===== src/lxm_pkg.sv =====
// Shared constants, types and arithmetic helpers for the LXM random generator.
// No dependencies; every other file refers to this package by scoped names.
`timescale 1ns / 1ps
`default_nettype none

package lxm_pkg;

    localparam int unsigned STATE_W = 64;
    localparam int unsigned HALF_W  = 32;
    localparam int unsigned WORD_W  = 32;

    localparam logic [STATE_W-1:0] LCG_MUL = 64'hD1342543DE82EF95;
    localparam logic [STATE_W-1:0] LCG_INC = 64'h0000000000000001;
    localparam logic [STATE_W-1:0] MIX_MUL = 64'hDABA0B6EB09322E3;
    localparam logic [STATE_W-1:0] GOLDEN  = 64'h9E3779B97F4A7C15;

    localparam int unsigned MIX_SHIFT = 32;
    localparam int unsigned ROT_A     = 24;
    localparam int unsigned SHL_B     = 16;
    localparam int unsigned ROT_C     = 37;

    // Depth of the queue between the front and back parts (power of two, >= 2)
    localparam int unsigned QUEUE_DEPTH = 2;

    localparam logic OP_DRAW = 1'b0;
    localparam logic OP_SEED = 1'b1;

    typedef logic [STATE_W-1:0] t_state_word;

    // Partial products of a 64x64 multiply, modulo 2^64
    typedef struct packed {
        logic [STATE_W-1:0] p0;   // low x low, full width
        logic [HALF_W-1:0]  p1;   // low x high, low half
        logic [HALF_W-1:0]  p2;   // high x low, low half
    } t_mul_parts;

    function automatic t_state_word rotl64(input t_state_word v, input int unsigned r);
        return (v << r) | (v >> (STATE_W - r));
    endfunction

    function automatic t_mul_parts mul_parts(input t_state_word a, input t_state_word b);
        t_mul_parts res;
        res.p0 = {32'h0, a[HALF_W-1:0]} * {32'h0, b[HALF_W-1:0]};
        res.p1 = a[HALF_W-1:0] * b[STATE_W-1:HALF_W];
        res.p2 = a[STATE_W-1:HALF_W] * b[HALF_W-1:0];
        return res;
    endfunction

    function automatic t_state_word mul_join(input t_mul_parts p);
        return p.p0 + {p.p1 + p.p2, 32'h0};
    endfunction

endpackage

`default_nettype wire


===== src/lxm_if.sv =====
// Valid/ready channel interfaces: request, response and the internal word queue.
// Widths come from lxm_pkg.
`timescale 1ns / 1ps
`default_nettype none

interface lxm_in_if;
    logic                        valid;
    logic                        ready;
    logic                        op;
    logic [lxm_pkg::STATE_W-1:0] seed_value;

    modport source (output valid, op, seed_value, input ready);
    modport sink   (input valid, op, seed_value, output ready);
endinterface


interface lxm_word_if;
    logic                        valid;
    logic                        ready;
    logic [lxm_pkg::STATE_W-1:0] word;

    modport source (output valid, word, input ready);
    modport sink   (input valid, word, output ready);
endinterface

`default_nettype wire


===== src/lxm_front.sv =====
// Front part: accepts requests, holds the LCG and xoroshiro128 state and
// queues the LCG-plus-low-word sum of each draw. Depends on lxm_pkg and lxm_if.
`timescale 1ns / 1ps
`default_nettype none

module lxm_front (
    input  wire         i_clk,
    input  wire         i_rst_n,
    lxm_in_if.sink      i_req,
    lxm_word_if.source  o_push
);

    typedef enum logic [1:0] {
        FS_IDLE = 2'b01,
        FS_LCG  = 2'b10
    } t_front_state;

    t_front_state         r_state, n_state;
    lxm_pkg::t_state_word r_lcg, n_lcg;
    lxm_pkg::t_state_word r_xlo, n_xlo;
    lxm_pkg::t_state_word r_xhi, n_xhi;
    lxm_pkg::t_mul_parts  r_parts;
    lxm_pkg::t_state_word w_hi;
    logic                 w_accept;
    logic                 w_draw;

    assign i_req.ready  = (r_state == FS_IDLE) && o_push.ready;
    assign o_push.valid = i_req.valid && (r_state == FS_IDLE) &&
                          (i_req.op == lxm_pkg::OP_DRAW);
    assign o_push.word  = r_lcg + r_xlo;

    assign w_accept = i_req.valid && i_req.ready;
    assign w_draw   = w_accept && (i_req.op == lxm_pkg::OP_DRAW);
    assign w_hi     = r_xhi ^ r_xlo;

    always_comb begin
        n_state = r_state;
        n_lcg   = r_lcg;
        n_xlo   = r_xlo;
        n_xhi   = r_xhi;
        case (r_state)
            FS_IDLE: begin
                if (w_accept && (i_req.op == lxm_pkg::OP_SEED)) begin
                    n_lcg = i_req.seed_value;
                    n_xlo = lxm_pkg::GOLDEN + i_req.seed_value;
                    n_xhi = lxm_pkg::GOLDEN - i_req.seed_value;
                end else if (w_draw) begin
                    // advance xoroshiro now; LCG finishes next cycle
                    n_xlo   = lxm_pkg::rotl64(r_xlo, lxm_pkg::ROT_A) ^ w_hi ^
                              (w_hi << lxm_pkg::SHL_B);
                    n_xhi   = lxm_pkg::rotl64(w_hi, lxm_pkg::ROT_C);
                    n_state = FS_LCG;
                end
            end
            FS_LCG: begin
                n_lcg   = lxm_pkg::mul_join(r_parts) + lxm_pkg::LCG_INC;
                n_state = FS_IDLE;
            end
            default: begin
                n_state = FS_IDLE;
            end
        endcase
    end

    always_ff @(posedge i_clk) begin
        if (!i_rst_n) begin
            r_state <= FS_IDLE;
            r_lcg   <= '0;
            r_xlo   <= lxm_pkg::GOLDEN;
            r_xhi   <= lxm_pkg::GOLDEN;
        end else begin
            r_state <= n_state;
            r_lcg   <= n_lcg;
            r_xlo   <= n_xlo;
            r_xhi   <= n_xhi;
        end
    end

    always_ff @(posedge i_clk) begin
        r_parts <= lxm_pkg::mul_parts(r_lcg, lxm_pkg::LCG_MUL);
    end

`ifndef ASSERT_OFF
    a_push_is_draw: assert property (@(posedge i_clk) disable iff (!i_rst_n)
        (o_push.valid && o_push.ready) |->
            (i_req.valid && i_req.ready && i_req.op == lxm_pkg::OP_DRAW))
        else $error("queue push without an accepted draw");

    a_draw_blocks: assert property (@(posedge i_clk) disable iff (!i_rst_n)
        w_draw |=> (r_state == FS_LCG) && !i_req.ready)
        else $error("request taken while the LCG step is pending");
`endif

endmodule

`default_nettype wire


===== src/flat_wrapper.sv =====
// flat-port wrapper written by rule: the top's interface ports become plain ports
module lxm_front_flat 
  (i_clk, i_rst_n, i_req_valid, i_req_op, i_req_seed_value, i_req_ready, o_push_valid, o_push_word, o_push_ready);
  lxm_in_if i_req_i ();
  lxm_word_if o_push_i ();
  input  wire i_clk;
  input  wire i_rst_n;
  input wire logic [$bits(i_req_i.valid)-1:0] i_req_valid;
  input wire logic [$bits(i_req_i.op)-1:0] i_req_op;
  input wire logic [$bits(i_req_i.seed_value)-1:0] i_req_seed_value;
  output wire logic [$bits(i_req_i.ready)-1:0] i_req_ready;
  output wire logic [$bits(o_push_i.valid)-1:0] o_push_valid;
  output wire logic [$bits(o_push_i.word)-1:0] o_push_word;
  input wire logic [$bits(o_push_i.ready)-1:0] o_push_ready;
  assign i_req_i.valid = i_req_valid;
  assign i_req_i.op = i_req_op;
  assign i_req_i.seed_value = i_req_seed_value;
  assign i_req_ready = i_req_i.ready;
  assign o_push_valid = o_push_i.valid;
  assign o_push_word = o_push_i.word;
  assign o_push_i.ready = o_push_ready;
  lxm_front u_core (.i_clk(i_clk), .i_rst_n(i_rst_n), .i_req(i_req_i), .o_push(o_push_i));
endmodule

===== config.mk =====
export PLATFORM = sky130hd
export DESIGN_NAME = lxm_front_flat
export DESIGN_NICKNAME = d
export VERILOG_FILES = /design/src/lxm_pkg.sv /design/src/lxm_if.sv /design/src/lxm_front.sv /design/src/flat_wrapper.sv
export SDC_FILE = /design/constraint.sdc
export NUM_CORES = 2
export LEC_CHECK = 0
export ABC_AREA = 1
export BUFFER_PORTS_ARGS = -buffer_cell sky130_fd_sc_hd__buf_2
export CAP_MARGIN = 20
export CORE_MARGIN = 3
export CORE_UTILIZATION = 50
export CTS_BUF_LIST = sky130_fd_sc_hd__clkbuf_4
export DETAILED_ROUTE_END_ITERATION = 7
export PLACE_DENSITY_LB_ADDON = 0.15
export SYNTH_ARGS = -nofsm -noshare
export SYNTH_HDL_FRONTEND = slang
export SYNTH_SLANG_ARGS = --single-unit

===== constraint.sdc =====
create_clock -name i_clk -period 7.06 [get_ports i_clk]
set_input_delay 1.412 -clock i_clk [delete_from_list [all_inputs] [get_ports i_clk]]
set_output_delay 1.412 -clock i_clk [all_outputs]
set_load 0.1 [all_outputs]

==> qor.csv <==
stage;metric;value;unit
yosys;ys_seq_elements;321;
routing;drc;4;
setup_path;start_kind;register;
die;die_y;360;um
global_routing;grt_pass1_wl;452000;um
cts;clk_latency;1170;ps
routing;first_pass_iters;8;
die;io_pins;135;
yosys;yosys.area.top_type;fa_1;
yosys;async_flop_share;0;%
yosys;synth_mux_area_share;0;%
yosys;ys_warn_count;0;
die;die_area;0.130;mm^2
cts;cts_tree;built;
power_and_ir_drop;ir_drop;0.000243;V
sta;fin_crit;6940;ps
job;cap_viol_max_count;0;
setup_path;reg2reg_depth;27;
cts;clockRootBuffer;clkbuf_4;
yosys;synth-xor-area-share;5.57;%
yosys;syn_nets;10100;
die;fp.coreArea;0.124;mm^2
yosys;syn-instance-count;8441;
setup_path;crit_fanout;6;
sta;slew_headroom;15.0;%
placement;dp_hpwl;272000;um
yosys;synth_fa_ha_area_share;41.7;%
placement;port_buffers;134;
cts;h-tree-depth;3;
global_routing;antenna_found_initial;43;
sta;setup_viol_count_final;0;
yosys;yosys.area.top_type_share;24.3;%
power_and_ir_drop;power;17.1;mW
yosys;yosysMostFrequentCell;inv_1;
sta;skew;148;ps
hold_path;holdPathStages;2;
routing;drtIter0Drc;8726;
global_routing;grt_pass1_vias;62800;
die;start_util;50.5;%
finish;fillCellCount;12200;
sta;drv_slew;0;
routing;finalWirelength;320000;um
yosys;synth-simple-area-share;20.2;%
routing;ant_nets;0;
routing;viasPerCell;6.10;
setup_path;critPathRequiredTime;8040;ps
setup_path;arrival;7920;ps
yosys;seq_area_frac_synth;10.3;%
cts;numCtsBuffers;101;
finish;fin_util;54.8;%
sta;grt_setup_unrepaired;true;
finish;drive_gt1_share;7.32;%
die;die_x;360;um
sta;fmax;144;MHz
cts;clk_pin_slew_worst_paths;80;ps
cts;post_cts_buffers;0;
cts;ctsResizeCount;0;
yosys;ys.flop_type;dfxtp_1;
sta;finalHoldViolCount;0;
die;rows;129;
yosys;yosys-top-cells-area;fa_1 (24%), ha_1 (17%), inv_1 (10%);
yosys;synth_cell_types;62;
run_status;violations;design-rule violations;
run_status;status;finished, violations left;
sta;worstMarginPinSlew;1270;ps
finish;fin_nets;10500;
cts;hold_buffers;0;
global_routing;overflow;0;
routing;vias;64100;
cts;cts_sinks;321;
yosys;synth_top_family_by_area;adder cells;
setup_path;crit_type;reg -> reg;
sta;period_share;98.2;%
yosys;postSynthAreaPerCell;7.42;um^2
yosys;synth_area;0.0626;mm^2
finish;syn_to_final_growth;8.36;%
cts;cts_buffer_depth;3;
setup_path;critPathCaptureType;register;
global_routing;grt_util_all_layers;49.1;%
global_routing;grt_max_degree;88;
yosys;synth_common_cells;inv_1 (1738), nand2_1 (1532), ha_1 (872);
hold_path;min_path_type;in -> reg;
yosys;synth_compound_area_share;10.8;%
placement;gp_congestion;1.16;
power_and_ir_drop;power_density;251;mW/mm^2
yosys;synth_edf_count;0;
power_and_ir_drop;power_leakage;36.3;nW
routing;wire_per_inst;30.4;um
path summary, 6_finish.rpt:
path	from	endpoint	slack, ps
setup reg to reg	u_core.r_lcg[7]$_SDFFE_PN0P_	u_core.r_parts[99]$_DFF_P_	120
setup / recovery	u_core.r_lcg[7]$_SDFFE_PN0P_	u_core.r_parts[99]$_DFF_P_	120
hold / removal	o_push_ready	u_core.r_state[0]$_SDFFE_PN1P_	490
hold reg to reg	u_core.r_xhi[36]$_SDFFE_PN1P_	u_core.r_xhi[36]$_SDFFE_PN1P_	500
sequential cells by signal, indices dropped and copies added, names as in the netlist:
name	cells
u_core.r_lcg	64
u_core.r_xhi	64
u_core.r_parts	127
u_core.r_state	2
u_core.r_xlo	64
worst max-delay path, stage by stage (launching register included):
cell and delay, ps:
dfxtp_1 350, buf_4 190, fa_1 590, inv_1 70, fa_1 530, fa_1 560
inv_1 50, ha_1 190, fa_1 480, inv_1 50, fa_1 520, inv_1 50
fa_1 500, inv_1 60, fa_1 470, inv_1 50, ha_1 440, nand2_1 140
nor2_1 270, inv_1 130, nor2_1 190, nand4_1 130, nand3_1 130, inv_1 60
o21ai_2 240, nand2_1 140, nand3_1 90, nand2_1 60
placed cells by master (no fill, tap or decap), types with 175 or more instances in the layout:
cell type	n
nand3_1	402
nor2_1	734
o21ai_0	384
inv_1	1737
buf_4	175
ha_1	871
dfxtp_1	313
a21oi_1	472
xor2_1	263
nand2_1	1529
fa_1	759
cell type report:
type / count / area, um^2 / area share, %
Sequential cell: 321 / 6440 / 9.48
Tap cell: 1637 / 2050 / 3.02
Timing Repair Buffer: 323 / 2200 / 3.25
Antenna cell: 40 / 100 / 0.147
Clock buffer: 141 / 1060 / 1.56
Multi-Input combinational cell: 6238 / 49200 / 72.4
Inverter: 1767 / 6640 / 9.79
Clock inverter: 45 / 218 / 0.321
metrics by stage:
step	hold slack, ps	TNS, ps	std cells	setup slack, ps	cell area (um^2)
4_1_cts	445	0	10500	10.1	67500
3_3_place_gp	474	-61.3	10300	-61.3	66300
3_5_place_dp	482	0	10300	37.4	66300
5_1_grt	476	-105	10500	-37.7	67800
2_1_floorplan	450	0	8441	774	62600
6_report	489	0	10500	124	67900
kinds of logic (layout without fill, tap and decap cells):
logic type / Yosys count / count (layout)
AO/OA/AOI/OAI: 1206 / 1206
flip-flops: 321 / 321
other: 0 / 40
adder cells (fa/ha/maj): 1632 / 1632
buffers and inverters: 1882 / 2276
AND/OR/NAND/NOR: 3002 / 3002
XOR/XNOR: 398 / 398
metal layers:
metal / vias to the layer above / part of all wire, % / global-route usage [%]
met2: 4640 / 40 / 69.0
li1: 27500 / - / -
met3: 1353 / 13 / 18.1
met4: 22 / 11 / 42.8
met5: - / 0.063 / 0.399
met1: 30600 / 36 / 58.9
power breakdown:
group	total (mW)	leakage, nW	internal [mW]	switching [mW]
combinational	12.3	32.9	3.67	8.65
clock	2.08	0.756	0.939	1.14
sequential	2.66	2.65	2.18	0.478
total	17.1	36.3	6.79	10.3
Note: power is estimated with default switching activity, not from simulation.
