===== src/lxm_pkg.sv =====
// Shared constants, types and arithmetic helpers for the LXM random generator.
// No dependencies; every other file refers to this package by scoped names.
`timescale 1ns / 1ps
`default_nettype none

package lxm_pkg;

    localparam int unsigned STATE_W = 64;
    localparam int unsigned HALF_W  = 32;
    localparam int unsigned WORD_W  = 32;

    localparam logic [STATE_W-1:0] LCG_MUL = 64'hD1342543DE82EF95;
    localparam logic [STATE_W-1:0] LCG_INC = 64'h0000000000000001;
    localparam logic [STATE_W-1:0] MIX_MUL = 64'hDABA0B6EB09322E3;
    localparam logic [STATE_W-1:0] GOLDEN  = 64'h9E3779B97F4A7C15;

    localparam int unsigned MIX_SHIFT = 32;
    localparam int unsigned ROT_A     = 24;
    localparam int unsigned SHL_B     = 16;
    localparam int unsigned ROT_C     = 37;

    // Depth of the queue between the front and back parts (power of two, >= 2)
    localparam int unsigned QUEUE_DEPTH = 2;

    localparam logic OP_DRAW = 1'b0;
    localparam logic OP_SEED = 1'b1;

    typedef logic [STATE_W-1:0] t_state_word;

    // Partial products of a 64x64 multiply, modulo 2^64
    typedef struct packed {
        logic [STATE_W-1:0] p0;   // low x low, full width
        logic [HALF_W-1:0]  p1;   // low x high, low half
        logic [HALF_W-1:0]  p2;   // high x low, low half
    } t_mul_parts;

    function automatic t_state_word rotl64(input t_state_word v, input int unsigned r);
        return (v << r) | (v >> (STATE_W - r));
    endfunction

    function automatic t_mul_parts mul_parts(input t_state_word a, input t_state_word b);
        t_mul_parts res;
        res.p0 = {32'h0, a[HALF_W-1:0]} * {32'h0, b[HALF_W-1:0]};
        res.p1 = a[HALF_W-1:0] * b[STATE_W-1:HALF_W];
        res.p2 = a[STATE_W-1:HALF_W] * b[HALF_W-1:0];
        return res;
    endfunction

    function automatic t_state_word mul_join(input t_mul_parts p);
        return p.p0 + {p.p1 + p.p2, 32'h0};
    endfunction

endpackage

`default_nettype wire


===== src/lxm_if.sv =====
// Valid/ready channel interfaces: request, response and the internal word queue.
// Widths come from lxm_pkg.
`timescale 1ns / 1ps
`default_nettype none


interface lxm_out_if;
    logic                       valid;
    logic                       ready;
    logic [lxm_pkg::WORD_W-1:0] random_word;

    modport source (output valid, random_word, input ready);
    modport sink   (input valid, random_word, output ready);
endinterface

interface lxm_word_if;
    logic                        valid;
    logic                        ready;
    logic [lxm_pkg::STATE_W-1:0] word;

    modport source (output valid, word, input ready);
    modport sink   (input valid, word, output ready);
endinterface

`default_nettype wire


===== src/lxm_back.sv =====
// Back part: runs the two-round multiply-xorshift mix on one queued sum at a
// time and holds the result in an output register. Depends on lxm_pkg, lxm_if.
`timescale 1ns / 1ps
`default_nettype none

module lxm_back (
    input  wire         i_clk,
    input  wire         i_rst_n,
    lxm_word_if.sink    i_pop,
    lxm_out_if.source   o_rsp
);

    typedef enum logic [2:0] {
        ST_IDLE = 3'b001,
        ST_MUL  = 3'b010,
        ST_SUM  = 3'b100
    } t_back_state;

    t_back_state                 r_state, n_state;
    logic                        r_round, n_round;
    lxm_pkg::t_state_word        r_v, n_v;
    lxm_pkg::t_mul_parts         r_parts;
    logic                        r_out_valid, n_out_valid;
    logic [lxm_pkg::WORD_W-1:0]  r_out_word, n_out_word;
    lxm_pkg::t_state_word        w_prod;
    lxm_pkg::t_state_word        w_x;
    logic                        w_slot_free;
    logic                        w_pop;

    assign i_pop.ready       = (r_state == ST_IDLE);
    assign o_rsp.valid       = r_out_valid;
    assign o_rsp.random_word = r_out_word;

    assign w_pop       = i_pop.valid && i_pop.ready;
    assign w_slot_free = !r_out_valid || o_rsp.ready;
    assign w_prod      = lxm_pkg::mul_join(r_parts);
    assign w_x         = w_prod ^ (w_prod >> lxm_pkg::MIX_SHIFT);

    always_comb begin
        n_state     = r_state;
        n_round     = r_round;
        n_v         = r_v;
        n_out_valid = r_out_valid;
        n_out_word  = r_out_word;
        if (r_out_valid && o_rsp.ready) begin
            n_out_valid = 1'b0;
        end
        case (r_state)
            ST_IDLE: begin
                if (w_pop) begin
                    n_v     = i_pop.word ^ (i_pop.word >> lxm_pkg::MIX_SHIFT);
                    n_round = 1'b0;
                    n_state = ST_MUL;
                end
            end
            ST_MUL: begin
                n_state = ST_SUM;
            end
            ST_SUM: begin
                if (!r_round) begin
                    n_v     = w_x;
                    n_round = 1'b1;
                    n_state = ST_MUL;
                end else if (w_slot_free) begin
                    // hold here until the output register can take the word
                    n_out_valid = 1'b1;
                    n_out_word  = w_x[lxm_pkg::WORD_W-1:0];
                    n_state     = ST_IDLE;
                end
            end
            default: begin
                n_state = ST_IDLE;
            end
        endcase
    end

    always_ff @(posedge i_clk) begin
        if (!i_rst_n) begin
            r_state     <= ST_IDLE;
            r_round     <= 1'b0;
            r_out_valid <= 1'b0;
        end else begin
            r_state     <= n_state;
            r_round     <= n_round;
            r_out_valid <= n_out_valid;
        end
    end

    always_ff @(posedge i_clk) begin
        r_v        <= n_v;
        r_out_word <= n_out_word;
        if (r_state == ST_MUL) begin
            r_parts <= lxm_pkg::mul_parts(r_v, lxm_pkg::MIX_MUL);
        end
    end

`ifndef ASSERT_OFF
    a_pop_starts_mix: assert property (@(posedge i_clk) disable iff (!i_rst_n)
        w_pop |=> (r_state == ST_MUL) && !r_round)
        else $error("mix did not start in its first round after a pop");
`endif

endmodule

`default_nettype wire


===== src/flat_wrapper.sv =====
// flat-port wrapper written by rule: the top's interface ports become plain ports
module lxm_back_flat 
  (i_clk, i_rst_n, i_pop_valid, i_pop_word, i_pop_ready, o_rsp_valid, o_rsp_random_word, o_rsp_ready);
  lxm_word_if i_pop_i ();
  lxm_out_if o_rsp_i ();
  input  wire i_clk;
  input  wire i_rst_n;
  input wire logic [$bits(i_pop_i.valid)-1:0] i_pop_valid;
  input wire logic [$bits(i_pop_i.word)-1:0] i_pop_word;
  output wire logic [$bits(i_pop_i.ready)-1:0] i_pop_ready;
  output wire logic [$bits(o_rsp_i.valid)-1:0] o_rsp_valid;
  output wire logic [$bits(o_rsp_i.random_word)-1:0] o_rsp_random_word;
  input wire logic [$bits(o_rsp_i.ready)-1:0] o_rsp_ready;
  assign i_pop_i.valid = i_pop_valid;
  assign i_pop_i.word = i_pop_word;
  assign i_pop_ready = i_pop_i.ready;
  assign o_rsp_valid = o_rsp_i.valid;
  assign o_rsp_random_word = o_rsp_i.random_word;
  assign o_rsp_i.ready = o_rsp_ready;
  lxm_back u_core (.i_clk(i_clk), .i_rst_n(i_rst_n), .i_pop(i_pop_i), .o_rsp(o_rsp_i));
endmodule

===== config.mk =====
export PLATFORM = sky130hd
export DESIGN_NAME = lxm_back_flat
export DESIGN_NICKNAME = d
export VERILOG_FILES = /design/src/lxm_pkg.sv /design/src/lxm_if.sv /design/src/lxm_back.sv /design/src/flat_wrapper.sv
export SDC_FILE = /design/constraint.sdc
export NUM_CORES = 2
export LEC_CHECK = 0
export BUFFER_PORTS_ARGS = -buffer_cell sky130_fd_sc_hd__buf_2
export CAP_MARGIN = 5
export CORE_ASPECT_RATIO = 1.25
export CORE_UTILIZATION = 45
export CTS_CLUSTER_DIAMETER = 200
export CTS_CLUSTER_SIZE = 30
export DETAILED_ROUTE_END_ITERATION = 8
export GPL_TIMING_DRIVEN = 0
export SLEW_MARGIN = 30
export SYNTH_ARGS = -nofsm -noshare
export SYNTH_HDL_FRONTEND = slang
export SYNTH_SLANG_ARGS = --single-unit

===== constraint.sdc =====
create_clock -name i_clk -period 12.2 [get_ports i_clk]
set_clock_uncertainty 0.1 [all_clocks]
set_input_delay 1.22 -clock i_clk [delete_from_list [all_inputs] [get_ports i_clk]]
set_output_delay 1.22 -clock i_clk [all_outputs]
set_load 0.03 [all_outputs]

==> flow_metrics.py <==
metrics = {
    "clock_network": {
        "cts_root_buf": "clkbuf_16",
        "cts_buffers": 11,
        "cts_setup_buffers": 0,
        "clock_latency_ns": 0.52,
        "tritoncts": "done",
        "hold_buffers": 0,
        "cts.sinks": 226,
        "clock_path_buffers": 3,
        "clkTransAtPathRegs_ns": 0.14,
        "htreeDepth": 1,
        "post_cts_resized": 0,
    },
    "detailed_routing": {
        "ant_nets": 0,
        "dr_wl_met2_um": 60600,
        "drt_iter0_markers": 1732,
        "via_count": 28900,
        "routed_wl_um": 122000,
        "wl_met1_um": 50800,
        "dr_wl_met3_um": 4630,
        "first_pass_iters": 5,
        "route.detailed.drc": 0,
        "top_layer_used": "met4",
        "vias_per_cell": 5.20,
        "wire_per_inst_um": 21.9,
    },
    "worst_setup_path": {
        "start_kind": "flip-flop",
        "r2r_end": "u_core.r_parts[118]",
        "r2r_cells": 23,
        "r2r_slack_ns": 3.21,
        "critPathMostFrequentCell": "fa_1",
        "setup.worst_path.class": "reg2reg",
        "crit_path_end_kind": "flip-flop",
        "cp_cell_sequence": "inv_1, fa_1, inv_1, ha_1, fa_1, fa_1, fa_1, inv_1, fa_1, inv_1, fa_1, inv_1, fa_1, inv_1, ha_1, nand2_1, nor4_1, o21ai_2, nand2_1, a31oi_1, o311ai_0, a31oi_1, xnor2_1",
        "crit_arrival_ns": 9.14,
        "required_ns": 12.35,
        "max_stage_delay_ns": 1.05,
        "rr_startpoint": "u_core.r_v[18]",
        "cpMaxStageDelayCell": "edfxtp_1",
        "worstPathMaxFanout": 12,
        "worstSetupStartpoint": "u_core.r_v[18]",
    },
    "grt": {
        "grt_max_degree": 32,
        "grt_pass1_wl_um": 186000,
        "track_usage": 0.259,
        "overflow": 0,
        "antenna_found_initial": 0,
        "grt_pass1_vias": 30600,
    },
    "synthesis": {
        "syn_area_per_cell_um2": 10.3,
        "synth_cell_types": 86,
        "ys_ff_latch": 226,
        "ys_async_sr_fraction": 0,
        "syn_area_um2": 43100,
        "syn_inst": 4189,
        "synth-warning-count": 0,
        "synth-seq-area-share": 0.156,
        "synth_nets": 5739,
        "synth_edf_count": 221,
        "ys.flop_type": "edfxtp_1",
    },
    "hold_path": {
        "holdPathEnd": "u_core.r_parts[64]",
        "min-delay-start": "u_core.r_v[0]",
        "hold_depth": 0,
        "hold_path.class": "reg2reg",
    },
    "sta": {
        "finalSetupViolCount": 0,
        "fin_crit_ns": 8.99,
        "hold_viol": 0,
        "hold_ws_ns": 0.473,
        "fmax_ghz": 0.111,
        "worstMarginPinSlew_ns": 1.05,
        "finalMaxSlewViolations": 0,
        "fin_crit_sh": 0.737,
        "relSlewSlack": 0.298,
        "rsz0062_at_grt": "no",
        "worst_slack_ns": 3.21,
    },
    "die": {
        "design.die.area_um2": 97000,
        "initial_utilization": 0.456,
        "coreArea_um2": 94600,
        "io_pins": 102,
        "std_cell_rows": 126,
        "dieWidth_um": 279,
        "fp.dieH_um": 348,
    },
    "final_layout": {
        "syn2layout_area_growth_pct": 6.76,
        "n_antenna_cell": 0,
        "fillers": 8889,
        "drive_gt1_frac": 0.0490,
        "final_nets": 5897,
    },
    "place": {
        "place_hpwl_um": 108000,
        "globalplace.congestion": 0.949,
        "dpl_worst_slack_ns": 3.36,
        "port-buffer-count": 101,
    },
    "run_status": {
        "status": "finished clean",
    },
    "job": {
        "cap_violations": 0,
    },
}
## Yosys cell counts, types with 14 or more instances
master	number	share of area
inv_1	1199	0.10
ha_1	814	0.24
fa_1	668	0.31
xnor2_1	227	0.046
edfxtp_1	221	0.15
a21oi_1	160	0.019
nand2_1	150	0.013
o21ai_0	125	0.015
nor2_1	79	0.0069
a21o_1	77	0.013
xor2_1	69	0.014
nand3_1	35	0.0041
clkbuf_1	34	0.0030
o21bai_1	29	0.0051
nor3_1	24	0.0028
a211oi_1	22	0.0038
nor2b_1	18	0.0026
o21a_1	18	0.0031
a31oi_1	17	0.0025
nand4_1	17	0.0025
nand2b_1	16	0.0023
and3_1	14	0.0020
## through the flow
step	cell area (um2)	util	TNS, ns	cells
final	46000	0.486	0	5564
after CTS	46000	0.486	0	5563
after floorplan	43100	-	0	4189
after detailed placement	45700	0.483	0	5549
after global routing	46000	0.486	0	5564
after global placement	45100	0.477	-393.31	5506
## area by class of cell
class | instances | area (um2) | area share
plain buffers | 36 | 136 | 0.00296
clock buffers | 13 | 283 | 0.00615
clock inverters | 1 | 16.3 | 0.000354
inverters | 1200 | 4500 | 0.0979
multi-input cells | 2727 | 31700 | 0.690
flip-flops and latches | 226 | 6740 | 0.146
well taps | 1216 | 1520 | 0.0331
repair buffers | 145 | 1060 | 0.0231
## critical path: cells and delay by family, from the launching register on
family          cells  cell delay, ns
xor+xnor            1            0.18
compound gates      4            1.37
simple gates        3            0.65
buf+inv             6            0.93
flops               1            1.05
fa+ha+maj           9            4.43
## layer usage
layer,up-vias,global-route usage
li1,13600,-
met1,14500,0.332
met2,642,0.454
met3,165,0.0157
met4,0,0.104
met5,-,0
## placed cells by master (no fill, tap or decap), drive strengths merged, types with 4 or more instances in the layout
cell type,instances
fa,668
a21o,78
dfxtp,5
ha,814
a211o,5
buf,147
a31oi,18
nor3,25
inv,1201
nor2b,18
and2,7
nor3b,4
o21a,19
nand2,150
or2,4
o211ai,12
o41ai,5
and4,4
nor2,80
clkbuf,47
o21ai,134
or3,8
o2111ai,5
mux2,8
a221oi,5
nor4,5
xnor2,227
edfxtp,221
xor2,69
a31o,4
a21oi,164
o21bai,29
nand3,35
nand4,18
o31ai,11
nand2b,16
and3,14
a211oi,25
## state kept, by name, summed over array words and instances, names as in the netlist
signal                    cells
u_core.o_rsp.valid            1
u_core.r_round                1
u_core.r_v                   64
u_core.r_state                3
u_core.o_rsp.random_word     32
u_core.r_parts              125
## how the worst max path moves through the flow
| stage | endpoint |
|---|---|
| after floorplan | u_core.r_parts[0] |
| after global placement | u_core.r_parts[71] |
| after detailed placement | u_core.r_parts[123] |
| after CTS | u_core.r_parts[123] |
| after global routing | u_core.r_parts[118] |
| final | u_core.r_parts[118] |
## kinds of logic (layout without fill, tap and decap cells)
logic type / count (synthesis) / after routing / synth area share
buffers and inverters: 1236 / 1395 / 0.108
AOI/OAI and AO/OA: 543 / 543 / 0.0826
and+or+nand+nor: 397 / 397 / 0.0440
DFF: 226 / 226 / 0.156
xor gates and xnor gates: 297 / 297 / 0.0607
adders and majority gates: 1482 / 1482 / 0.547
muxes: 8 / 8 / 0.00209
Power is left out: the tool's default activity adds up to more than one toggle a clock period on the data nets, which glitch-free logic cannot reach.
