===== config.mk =====
export PLATFORM = sky130hd
export DESIGN_NAME = lxm_fifo_flat
export DESIGN_NICKNAME = d
export VERILOG_FILES = /design/src/lxm_pkg.sv /design/src/lxm_if.sv /design/src/lxm_fifo.sv /design/src/flat_wrapper.sv
export SDC_FILE = /design/constraint.sdc
export NUM_CORES = 1
export LEC_CHECK = 0
export BUFFER_PORTS_ARGS = -buffer_cell sky130_fd_sc_hd__buf_4
export CORE_MARGIN = 2
export CORE_UTILIZATION = 50
export CTS_CLUSTER_DIAMETER = 80
export DETAILED_ROUTE_END_ITERATION = 6
export PLACE_DENSITY = 0.77
export SYNTH_ARGS = -nofsm -noshare
export SYNTH_HDL_FRONTEND = slang
export SYNTH_SLANG_ARGS = --single-unit

===== constraint.sdc =====
create_clock -name i_clk -period 5.8 [get_ports i_clk]
set_input_delay 0 -clock i_clk [delete_from_list [all_inputs] [get_ports i_clk]]
set_output_delay 0 -clock i_clk [all_outputs]
set_load 0.1 [all_outputs]

===== src/lxm_pkg.sv =====
// Shared constants, types and arithmetic helpers for the LXM random generator.
// No dependencies; every other file refers to this package by scoped names.
`timescale 1ns / 1ps
`default_nettype none

package lxm_pkg;

    localparam int unsigned STATE_W = 64;
    localparam int unsigned HALF_W  = 32;
    localparam int unsigned WORD_W  = 32;

    localparam logic [STATE_W-1:0] LCG_MUL = 64'hD1342543DE82EF95;
    localparam logic [STATE_W-1:0] LCG_INC = 64'h0000000000000001;
    localparam logic [STATE_W-1:0] MIX_MUL = 64'hDABA0B6EB09322E3;
    localparam logic [STATE_W-1:0] GOLDEN  = 64'h9E3779B97F4A7C15;

    localparam int unsigned MIX_SHIFT = 32;
    localparam int unsigned ROT_A     = 24;
    localparam int unsigned SHL_B     = 16;
    localparam int unsigned ROT_C     = 37;

    // Depth of the queue between the front and back parts (power of two, >= 2)
    localparam int unsigned QUEUE_DEPTH = 2;

    localparam logic OP_DRAW = 1'b0;
    localparam logic OP_SEED = 1'b1;

    typedef logic [STATE_W-1:0] t_state_word;

    // Partial products of a 64x64 multiply, modulo 2^64
    typedef struct packed {
        logic [STATE_W-1:0] p0;   // low x low, full width
        logic [HALF_W-1:0]  p1;   // low x high, low half
        logic [HALF_W-1:0]  p2;   // high x low, low half
    } t_mul_parts;

    function automatic t_state_word rotl64(input t_state_word v, input int unsigned r);
        return (v << r) | (v >> (STATE_W - r));
    endfunction

    function automatic t_mul_parts mul_parts(input t_state_word a, input t_state_word b);
        t_mul_parts res;
        res.p0 = {32'h0, a[HALF_W-1:0]} * {32'h0, b[HALF_W-1:0]};
        res.p1 = a[HALF_W-1:0] * b[STATE_W-1:HALF_W];
        res.p2 = a[STATE_W-1:HALF_W] * b[HALF_W-1:0];
        return res;
    endfunction

    function automatic t_state_word mul_join(input t_mul_parts p);
        return p.p0 + {p.p1 + p.p2, 32'h0};
    endfunction

endpackage

`default_nettype wire


===== src/lxm_if.sv =====
// Valid/ready channel interfaces: request, response and the internal word queue.
// Widths come from lxm_pkg.
`timescale 1ns / 1ps
`default_nettype none


interface lxm_word_if;
    logic                        valid;
    logic                        ready;
    logic [lxm_pkg::STATE_W-1:0] word;

    modport source (output valid, word, input ready);
    modport sink   (input valid, word, output ready);
endinterface

`default_nettype wire


===== src/lxm_fifo.sv =====
// Small register queue carrying pre-mix sums from the front to the back part.
// Depends on lxm_pkg and lxm_word_if.
`timescale 1ns / 1ps
`default_nettype none

module lxm_fifo #(
    parameter int unsigned DEPTH = lxm_pkg::QUEUE_DEPTH
) (
    input  wire         i_clk,
    input  wire         i_rst_n,
    lxm_word_if.sink    i_push,
    lxm_word_if.source  o_pop
);

    localparam int unsigned AW = $clog2(DEPTH);

    logic [lxm_pkg::STATE_W-1:0] r_mem [DEPTH];
    logic [AW:0]                 r_wr_ptr, n_wr_ptr;
    logic [AW:0]                 r_rd_ptr, n_rd_ptr;
    logic                        w_full;
    logic                        w_empty;
    logic                        w_push;
    logic                        w_pop;
    logic [AW:0]                 w_count;

    assign w_empty = (r_wr_ptr == r_rd_ptr);
    assign w_full  = (r_wr_ptr[AW] != r_rd_ptr[AW]) &&
                     (r_wr_ptr[AW-1:0] == r_rd_ptr[AW-1:0]);
    assign w_count = r_wr_ptr - r_rd_ptr;

    assign i_push.ready = !w_full;
    assign o_pop.valid  = !w_empty;
    assign o_pop.word   = r_mem[r_rd_ptr[AW-1:0]];

    assign w_push = i_push.valid && i_push.ready;
    assign w_pop  = o_pop.valid && o_pop.ready;

    always_comb begin
        n_wr_ptr = r_wr_ptr;
        n_rd_ptr = r_rd_ptr;
        if (w_push) begin
            n_wr_ptr = r_wr_ptr + 1'b1;
        end
        if (w_pop) begin
            n_rd_ptr = r_rd_ptr + 1'b1;
        end
    end

    always_ff @(posedge i_clk) begin
        if (!i_rst_n) begin
            r_wr_ptr <= '0;
            r_rd_ptr <= '0;
        end else begin
            r_wr_ptr <= n_wr_ptr;
            r_rd_ptr <= n_rd_ptr;
        end
    end

    always_ff @(posedge i_clk) begin
        if (w_push) begin
            r_mem[r_wr_ptr[AW-1:0]] <= i_push.word;
        end
    end

`ifndef ASSERT_OFF
    a_count_bound: assert property (@(posedge i_clk) disable iff (!i_rst_n)
        w_count <= (AW+1)'(DEPTH))
        else $error("queue holds more entries than its depth");

    a_count_grows: assert property (@(posedge i_clk) disable iff (!i_rst_n)
        (w_push && !w_pop) |=> (w_count == $past(w_count) + 1'b1))
        else $error("queue count did not advance on a lone push");
`endif

endmodule

`default_nettype wire


===== src/flat_wrapper.sv =====
// flat-port wrapper written by rule: the top's interface ports become plain ports
module lxm_fifo_flat 
#(
    parameter int unsigned DEPTH = lxm_pkg::QUEUE_DEPTH
)
  (i_clk, i_rst_n, i_push_valid, i_push_word, i_push_ready, o_pop_valid, o_pop_word, o_pop_ready);
  lxm_word_if i_push_i ();
  lxm_word_if o_pop_i ();
  input  wire i_clk;
  input  wire i_rst_n;
  input wire logic [$bits(i_push_i.valid)-1:0] i_push_valid;
  input wire logic [$bits(i_push_i.word)-1:0] i_push_word;
  output wire logic [$bits(i_push_i.ready)-1:0] i_push_ready;
  output wire logic [$bits(o_pop_i.valid)-1:0] o_pop_valid;
  output wire logic [$bits(o_pop_i.word)-1:0] o_pop_word;
  input wire logic [$bits(o_pop_i.ready)-1:0] o_pop_ready;
  assign i_push_i.valid = i_push_valid;
  assign i_push_i.word = i_push_word;
  assign i_push_ready = i_push_i.ready;
  assign o_pop_valid = o_pop_i.valid;
  assign o_pop_word = o_pop_i.word;
  assign o_pop_i.ready = o_pop_ready;
  lxm_fifo #(.DEPTH(DEPTH)) u_core (.i_clk(i_clk), .i_rst_n(i_rst_n), .i_push(i_push_i), .o_pop(o_pop_i));
endmodule

==> flow_summary.json, run 1 <==
{
  "clkPwrFrac_pct": 34.0,
  "drt_first_iter_violations": 136,
  "diodes": 0,
  "gr-total-overflow": 0,
  "cp_num_buf_inv": 2,
  "yosysTopAreaCell": "edfxtp_1",
  "synth_area_um2": 4872,
  "min_to": "u_core.r_mem[1][47]",
  "antenna_found_initial": 0,
  "drcViolationCount": 0,
  "switching_share_pct": 32.67,
  "hold_class": "input port to register",
  "drive_gt1_share_pct": 51.31,
  "portBuffers": 133,
  "p_switching_uw": 913.9,
  "routed_wl_mm": 9.882,
  "cts_tree": "built",
  "setup_viol": 0,
  "grt_pass1_wl_mm": 14.44,
  "core-area_um2": 9594,
  "fillCellCount": 545,
  "post-cts-setup-buffers": 0,
  "tightest_slew_ps": 991.3,
  "utilization_pct": 75.60,
  "cts_buffers": 17,
  "die_h_um": 102.7,
  "nets": 513,
  "path_delay_family": "flip-flops",
  "slew_headroom_pct": 33.77,
  "slowest_delay_ps": 790,
  "required_ps": 5800,
  "synth_seq_cells": 133,
  "syn_to_final_growth_pct": 48.87,
  "hold_viol": 0,
  "grt_pass1_vias": 2940,
  "drtAntennaViolNets": 0,
  "vdd_drop_max_mv": 0.2079,
  "cts_buffer_depth": 2,
  "path_common_cell": "buf_4",
  "synth_edf_count": 128,
  "netlist.area_leader.share_pct": 78.89,
  "holdPathStages": 2,
  "pwr-share-seq_pct": 41.3,
  "path_class": "register to primary output",
  "powerDensity_nw_per_um2": 385.6,
  "max_clock_freq_mhz": 399.8,
  "r2r_cells": 3,
  "synth.distinct_cells": 21,
  "r2r_slack_ps": 3390,
  "routed_via_density": 4.800,
  "critPathMaxFanout": 35,
  "timing.rr.start": "u_core.r_rd_ptr[1]",
  "postSynthAreaPerCell_um2": 21.00,
  "reg2reg_to": "u_core.r_mem[1][6]",
  "track_usage_pct": 19.03,
  "vias": 2837,
  "yosys_most_used_dff": "edfxtp_1",
  "dpl.hpwl_mm": 5.450,
  "startpoint_type": "register",
  "firstDrtPassIters": 4,
  "ys_warn_count": 0,
  "period_needed_ps": 2502,
  "critPathSlowestCell": "dfxtp_2",
  "yosysMostFrequentCell": "edfxtp_1",
  "clk_pin_slew_ps": 60,
  "post_cts_resized": 0,
  "gp_congestion": 0.7279,
  "ios": 134,
  "crit_arrival_ps": 2500,
  "yosysSeqAreaShare_pct": 80.95,
  "clock_latency_ps": 510,
  "maxCapViolations": 0,
  "die_area_um2": 10550,
  "run_status": "finished clean",
  "cp-end-kind": "primary output",
  "post-place-ws_ps": 3370,
  "synthArstFlopShare_pct": 0,
  "setup_tns_ps": 0,
  "die_w_um": 102.7,
  "rsz0062_at_grt": "no",
  "path_cells": "buf_4 > mux2_2 > buf_4",
  "hold_start": "i_push_word[47]",
  "rows": 36,
  "htreeDepth": 4,
  "yosys-top-cells-count": "edfxtp_1, mux2_2, buf_2",
  "initial_core_util_pct": 50.78,
  "cts_sinks": 133,
  "period_share_pct": 43.13,
  "syn_inst": 232,
  "synth_nets": 300,
  "pwr-share-comb_pct": 24.6,
  "wl_per_cell_um": 16.72,
  "clock_skew_ps": 10.62,
  "grt_max_degree": 36,
  "drv_slew": 0,
  "setup_ws_ps": 3298,
  "internal-power_mw": 1.883,
  "root_buffer": "clkbuf_8",
  "synthTopCellsByArea": "edfxtp_1, mux2_2, dfxtp_1",
  "p_leak_nw": 2.741
}
[layout make-up]
type                       instances  area (um2)  area share (%)
clock buffer                      22       473.0           6.521
clock inverter                    10       73.82           1.018
inverter                           1       3.754         0.05175
multi-input combinational         88       889.6           12.26
sequential                       133        3945           54.39
tap                              133       166.4           2.294
timing repair buffer             204        1702           23.46
[power groups by stage]
stage / sequential (mW) / combinational [mW] / clock (mW)
2_1_floorplan: 1.16 / 0.514 / 0
3_3_place_gp: 1.17 / 0.645 / 0
3_5_place_dp: 1.18 / 0.650 / 0
4_1_cts: 1.16 / 0.689 / 0.967
5_1_grt: 1.16 / 0.712 / 1.01
6_report: 1.16 / 0.689 / 0.952
[placed cells by master (no fill, tap or decap)]
master           n
dfxtp_1          4
inv_1            1
inv_6            1
clkinv_4         2
o211a_1          1
a21oi_1          1
nor2_1           2
nand4_1          1
dlygate4sd3_1   68
xnor2_1          2
clkbuf_16       16
clkinv_2         2
a21boi_0         1
dfxtp_2          1
xor2_2           1
o2111ai_1        1
and3b_2          1
mux2_2          64
clkbuf_8         5
a31oi_1          2
edfxtp_1       128
mux2i_1          1
clkbuf_1         1
nand2_1          6
buf_4          136
o21ai_0          2
a311oi_1         1
a21oi_4          1
clkinvlp_4       5
[registers in the layout, indices dropped and copies added (netlist names), named ones only]
| name | cells |
|---|---|
| u_core.r_wr_ptr | 2 |
| u_core.r_mem | 128 |
| u_core.r_rd_ptr | 2 |
[worst reg2reg max path, delay by kind of cell, from the launching register on]
family	cells	cell delay (ps)
AOI/OAI and AO/OA	1	810
xor gates and xnor gates	1	180
DFF	1	450
buffers and inverters	1	590
[metrics by stage]
step,area (um2),hold slack (ps),power [mW],instances
floorplan,4872,98.87,1.679,232
global placement,6026,185.2,1.816,491
detailed placement,6026,188.2,1.826,491
CTS,7253,189.9,2.812,591
global route,7253,198.7,2.888,591
finish,7253,214.9,2.797,591
[how the worst max path moves through the flow]
stage                             startpoint                   to  slack, ps  cells past startpoint
final                               register        o_pop_word[8]       3300                      3
after global routing                register        o_pop_word[8]       3160                      3
after CTS                           register        o_pop_word[1]       3250                      3
after detailed placement  u_core.r_rd_ptr[1]  u_core.r_mem[0][15]       3370                      4
after global placement    u_core.r_rd_ptr[1]  u_core.r_mem[1][54]       3430                      3
after floorplan           u_core.r_wr_ptr[0]   u_core.r_mem[1][0]       1530                      3
[layer usage]
layer / routed length [um] / GRT usage (%) / part of all wire [%] / vias up
met5: 0 / 0 / 0 / -
met3: 523 / 6.915 / 5.3 / 12
met1: 3934 / 21.41 / 40 / 1387
met4: 119 / 7.077 / 1.2 / 0
met2: 5305 / 33.28 / 54 / 93
li1: - / - / - / 1345
[kinds of logic (layout without fill, tap and decap cells)]
group	after synthesis	in the layout	synth area share, %
xor gates and xnor gates	3	3	0.6935
and+or+nand+nor	10	10	0.9246
buffers and inverters	11	237	1.053
AOI/OAI and AO/OA	10	10	1.387
muxes	65	65	15.00
DFF	133	133	80.95
[what timing repair did]
| item | CTS | global route |
|---|---|---|
| hold buffers | 68 | 0 |
| endpoints found under the setup margin | 0 | 0 |
| hold endpoints to repair | 133 | 0 |
No activity file was read; power rests on OpenSTA's default activity.
==> inputs of run 2 (changes only) <==
CORE_UTILIZATION = 47   (was 50)
PLACE_DENSITY = 0.76   (was 0.77)
clock period = 2.07 ns   (was 5.8 ns; I/O delays follow)
==> run 2 against run 1 <==
Effect of this change: first-iteration DRC count down 21%; cell count up 1.0%; combinational power rose to 2.9 times the previous value; sequential share of layout area down 0.84 points; critical path depth unchanged.
==> flow_summary.json, run 2 (same netlist as run 1, synthesis figures left out) <==
{
  "largest_reg_flops": 128,
  "wl_per_cell_um": 15.53,
  "htreeDepth": 4,
  "timing.rr.start": "u_core.r_rd_ptr[1]",
  "gp_congestion": 0.6841,
  "clock_latency_ps": 500,
  "dpl.hpwl_mm": 5.235,
  "drt_first_iter_violations": 107,
  "final_cell_mix": "buf_4, edfxtp_1, dlygate4sd3_1, mux2_2, clkbuf_16",
  "clk_pin_slew_ps": 60,
  "hold_class": "input port to register",
  "path_common_cell": "buf_4",
  "post-place-cells": 497,
  "tightest_slew_ps": 481.0,
  "cp-end-kind": "primary output",
  "syn_to_final_growth_pct": 51.26,
  "vdd_drop_max_mv": 0.7803,
  "gr-total-overflow": 0,
  "post-cts-setup-buffers": 0,
  "post_cts_resized": 0,
  "fin_cells": 597,
  "firstDrtPassIters": 5,
  "powerDensity_nw_per_um2": 1103,
  "drcViolationCount": 0,
  "diodes": 0,
  "routed_wl_mm": 9.269,
  "grt_pass1_wl_mm": 14.17,
  "drv_slew": 0,
  "cts_buffer_depth": 2,
  "grt_max_degree": 36,
  "routed_via_density": 4.759,
  "vias": 2841,
  "path_cells": "buf_4 > mux2_2 > buf_4",
  "maxCapViolations": 0,
  "run_status": "finished clean",
  "die_area_um2": 11200,
  "grt_pass1_vias": 3005,
  "period_share_pct": 91.40,
  "core-area_um2": 10180,
  "setup_tns_ps": 0,
  "path_class": "register to primary output",
  "required_ps": 2070,
  "die_h_um": 105.8,
  "fillCellCount": 623,
  "cts_buffers": 17,
  "rows": 37,
  "root_buffer": "clkbuf_8",
  "startpoint_type": "register",
  "drtAntennaViolNets": 0,
  "nets": 516,
  "crit_arrival_ps": 1890,
  "hold_viol": 0,
  "drive_gt1_share_pct": 50.33,
  "regArea_um2": 3946,
  "hold_buffers": 68,
  "portBuffers": 133,
  "slowest_delay_ps": 410,
  "critPathMaxFanout": 35,
  "hold_start": "i_push_word[46]",
  "critPathSlowestCell": "mux2_2",
  "antenna_found_initial": 0,
  "stdcell_area_um2": 7370,
  "max_clock_freq_mhz": 528.6,
  "period_needed_ps": 1892,
  "whs_ps": 225.6,
  "rsz0062_at_grt": "no",
  "ios": 134,
  "slew_headroom_pct": 67.93,
  "p_leak_nw": 2.786,
  "dpl_cell_area_um2": 6102,
  "cts_sinks": 133,
  "cts_tree": "built",
  "final_common_cell": "buf_4",
  "multi_input_area_um2": 900.9,
  "setup_viol": 0,
  "track_usage_pct": 17.04,
  "clock_skew_ps": 6.731,
  "initial_core_util_pct": 47.84,
  "die_w_um": 105.8
}
==> run 2: cell types whose count changed in the layout (fill, tap and decap cells not counted) <==
| cell | delta |
|---|---|
| xor2_2 | -1 |
| clkinv_1 | +4 |
| dfxtp_1 | -1 |
| inv_6 | -1 |
| clkinv_4 | -2 |
| buf_12 | +3 |
| clkbuf_8 | -4 |
| clkinvlp_4 | -2 |
| bufinv_16 | +4 |
| xor2_4 | +1 |
| clkinv_2 | -2 |
| dfxtp_2 | +1 |
| clkbuf_1 | +3 |
==> run 2: area by class of cell <==
cell class | count | share of cell area (%)
Inverter | 1 | 0.05093
Clock buffer | 21 | 5.823
Timing Repair Buffer | 207 | 23.90
Multi-Input combinational cell | 88 | 12.22
Tap cell | 136 | 2.309
Clock inverter | 11 | 2.139
Sequential cell | 133 | 53.55
==> run 2: final timing paths <==
check / endpoint / slack, ps / cells past startpoint
max: o_pop_word[19] / 180 / 3
min: u_core.r_mem[0][46] / 230 / 2
max reg2reg: register / 380 / 4
min reg2reg: u_core.r_rd_ptr[1] / 580 / 2
==> run 2: critical path, delay by kind of cell, from the launching register on <==
family                 cells  cell delay [ps]
buffers and inverters      2              640
flip-flops                 1              320
multiplexers               1              410
==> run 2: routing by layer <==
layer	wire (um)	GRT usage, %
met3	473	5.257
met2	5017	30.46
met5	0	0
met4	87	6.485
met1	3689	19.06
==> run 2: power by group <==
part / switching (mW) / total [mW] / leakage (nW) / internal, mW
Clock: 1.00 / 2.94 / 0.272 / 1.94
Sequential: 0.0516 / 3.22 / 1.24 / 3.17
Combinational: 1.44 / 1.97 / 1.28 / 0.533
==> run 2: metrics by stage <==
step	power, mW	setup slack [ps]	util (%)
after global placement	5.121	514.0	59.91
final	8.127	178.1	72.36
after global routing	8.383	92.38	72.36
after floorplan	4.704	-59.77	-
after detailed placement	5.141	469.7	59.91
after CTS	8.181	149.0	72.36
==> inputs of run 3 (changes only) <==
CELL_PAD_IN_SITES_DETAIL_PLACEMENT = 0   (was default)
CELL_PAD_IN_SITES_GLOBAL_PLACEMENT = 2   (was default)
CORE_UTILIZATION = 34   (was 47)
PLACE_DENSITY = default   (was 0.76)
PLACE_DENSITY_LB_ADDON = 0.1   (was default)
SLEW_MARGIN = 5   (was default)
==> run 3 against run 2 <==
Effect of this change: total power is 1.9% lower; first-iteration DRC count is 47% higher; critical path depth is the same; die area up 37%; critical endpoint is now o_pop_word[35].
==> flow_summary.json, run 3 (same netlist as run 1, synthesis figures left out) <==
{
  "run_status": "finished clean",
  "cts_buffer_depth": 2,
  "p_leak_nw": 2.777,
  "firstDrtPassIters": 5,
  "hold_class": "input port to register",
  "clk_pin_slew_ps": 50,
  "track_usage_pct": 13.54,
  "drive_gt1_share_pct": 50.54,
  "routed_wl_mm": 9.814,
  "htreeDepth": 4,
  "ios": 134,
  "die_area_um2": 15300,
  "r2r_slack_ps": 380,
  "nets": 516,
  "final_cell_mix": "buf_4, edfxtp_1, dlygate4sd3_1, mux2_2, clkbuf_16",
  "setup_tns_ps": 0,
  "die_w_um": 123.7,
  "utilization_pct": 53.04,
  "max_clock_freq_mhz": 541.4,
  "routed_via_density": 4.473,
  "setup_viol": 0,
  "rsz0062_at_grt": "no",
  "hold_viol": 0,
  "startpoint_type": "register",
  "initial_core_util_pct": 34.96,
  "switching_share_pct": 31.61,
  "maxCapViolations": 0,
  "largest_reg_flops": 128,
  "whs_ps": 312.3,
  "cts_buffers": 17,
  "rows": 43,
  "die_h_um": 123.7,
  "path_class": "register to primary output",
  "grt_max_degree": 65,
  "critPathMaxFanout": 25,
  "pwr-share-comb_pct": 24.6,
  "gr-total-overflow": 0,
  "cts_sinks": 133,
  "drtAntennaViolNets": 0,
  "crit_arrival_ps": 1850,
  "vias": 2867,
  "dpl_cell_area_um2": 6160,
  "final_common_cell": "buf_4",
  "fillCellCount": 1182,
  "stdcell_area_um2": 7391,
  "clkPwrFrac_pct": 34.9,
  "dpl.hpwl_mm": 5.933,
  "powerDensity_nw_per_um2": 1078,
  "cp-end-kind": "primary output",
  "portBuffers": 133,
  "clock_skew_ps": 5.436,
  "period_share_pct": 89.23,
  "gp_congestion": 0.7027,
  "drt_first_iter_violations": 157,
  "pwr-share-seq_pct": 40.5,
  "core-area_um2": 13930,
  "drcViolationCount": 0,
  "clock_latency_ps": 410,
  "slew_headroom_pct": 74.25,
  "diodes": 0,
  "root_buffer": "clkbuf_16",
  "internal-power_mw": 5.450,
  "antenna_found_initial": 0,
  "grt_pass1_vias": 2872,
  "p_switching_mw": 2.519,
  "period_needed_ps": 1847,
  "vdd_drop_max_mv": 0.4962,
  "drv_slew": 0,
  "syn_to_final_growth_pct": 51.69,
  "cts_tree": "built",
  "required_ps": 2070,
  "wl_per_cell_um": 15.31,
  "tightest_slew_ps": 386.2,
  "grt_pass1_wl_mm": 14.72
}
-- run 3: worst max-delay path: stages, from the launching register on --
cell	delay, ps
dfxtp_4	580
buf_12	240
mux2_2	370
buf_4	240
-- run 3: timing repair --
action,4_1_cts,5_1_grt
hold endpoints to repair,133,0
setup buffers,0,0
endpoints found under the setup margin,0,0
hold buffers,68,0
resized for setup,0,0
-- run 3: routing by layer --
layer / global-route usage (%) / part of all wire [%] / up-vias
met5: 0 / 0 / -
met1: 16.05 / 42 / 1391
met2: 21.05 / 48 / 108
met4: 7.031 / 1.5 / 0
li1: - / - / 1355
met3: 5.723 / 8.4 / 13
-- run 3: cell type report --
type	instances	area, um2	share of cell area (%)
clock inverter	11	110.1	1.490
multi-input combinational	88	900.9	12.19
clock buffer	21	440.4	5.959
sequential	133	3949	53.43
inverter	1	3.754	0.05079
timing repair buffer	207	1762	23.84
tap	180	225.2	3.047
-- run 3: power groups by stage --
| stage | logic, mW | clock network (mW) | registers (mW) |
|---|---|---|---|
| after CTS | 1.98 | 2.87 | 3.23 |
| final | 1.96 | 2.78 | 3.23 |
| after floorplan | 1.45 | 0 | 3.25 |
| after detailed placement | 1.87 | 0 | 3.29 |
| after global routing | 2.04 | 2.96 | 3.25 |
| after global placement | 1.87 | 0 | 3.28 |
-- run 3: worst paths after layout --
check,start,end,cells past startpoint
setup / recovery,register,o_pop_word[35],3
hold / removal,i_push_word[41],u_core.r_mem[1][41],2
setup reg to reg,u_core.r_rd_ptr[1],u_core.r_mem[0][17],4
hold reg to reg,u_core.r_wr_ptr[1],u_core.r_rd_ptr[1],2
-- run 3: metrics by stage --
stage          power, mW  cells  setup slack [ps]
2_1_floorplan      4.704    232            -59.77
3_5_place_dp       5.157    541             367.7
6_report           7.968    641             223.0
3_3_place_gp       5.153    541             393.9
4_1_cts            8.077    641             150.8
5_1_grt            8.252    641             122.9
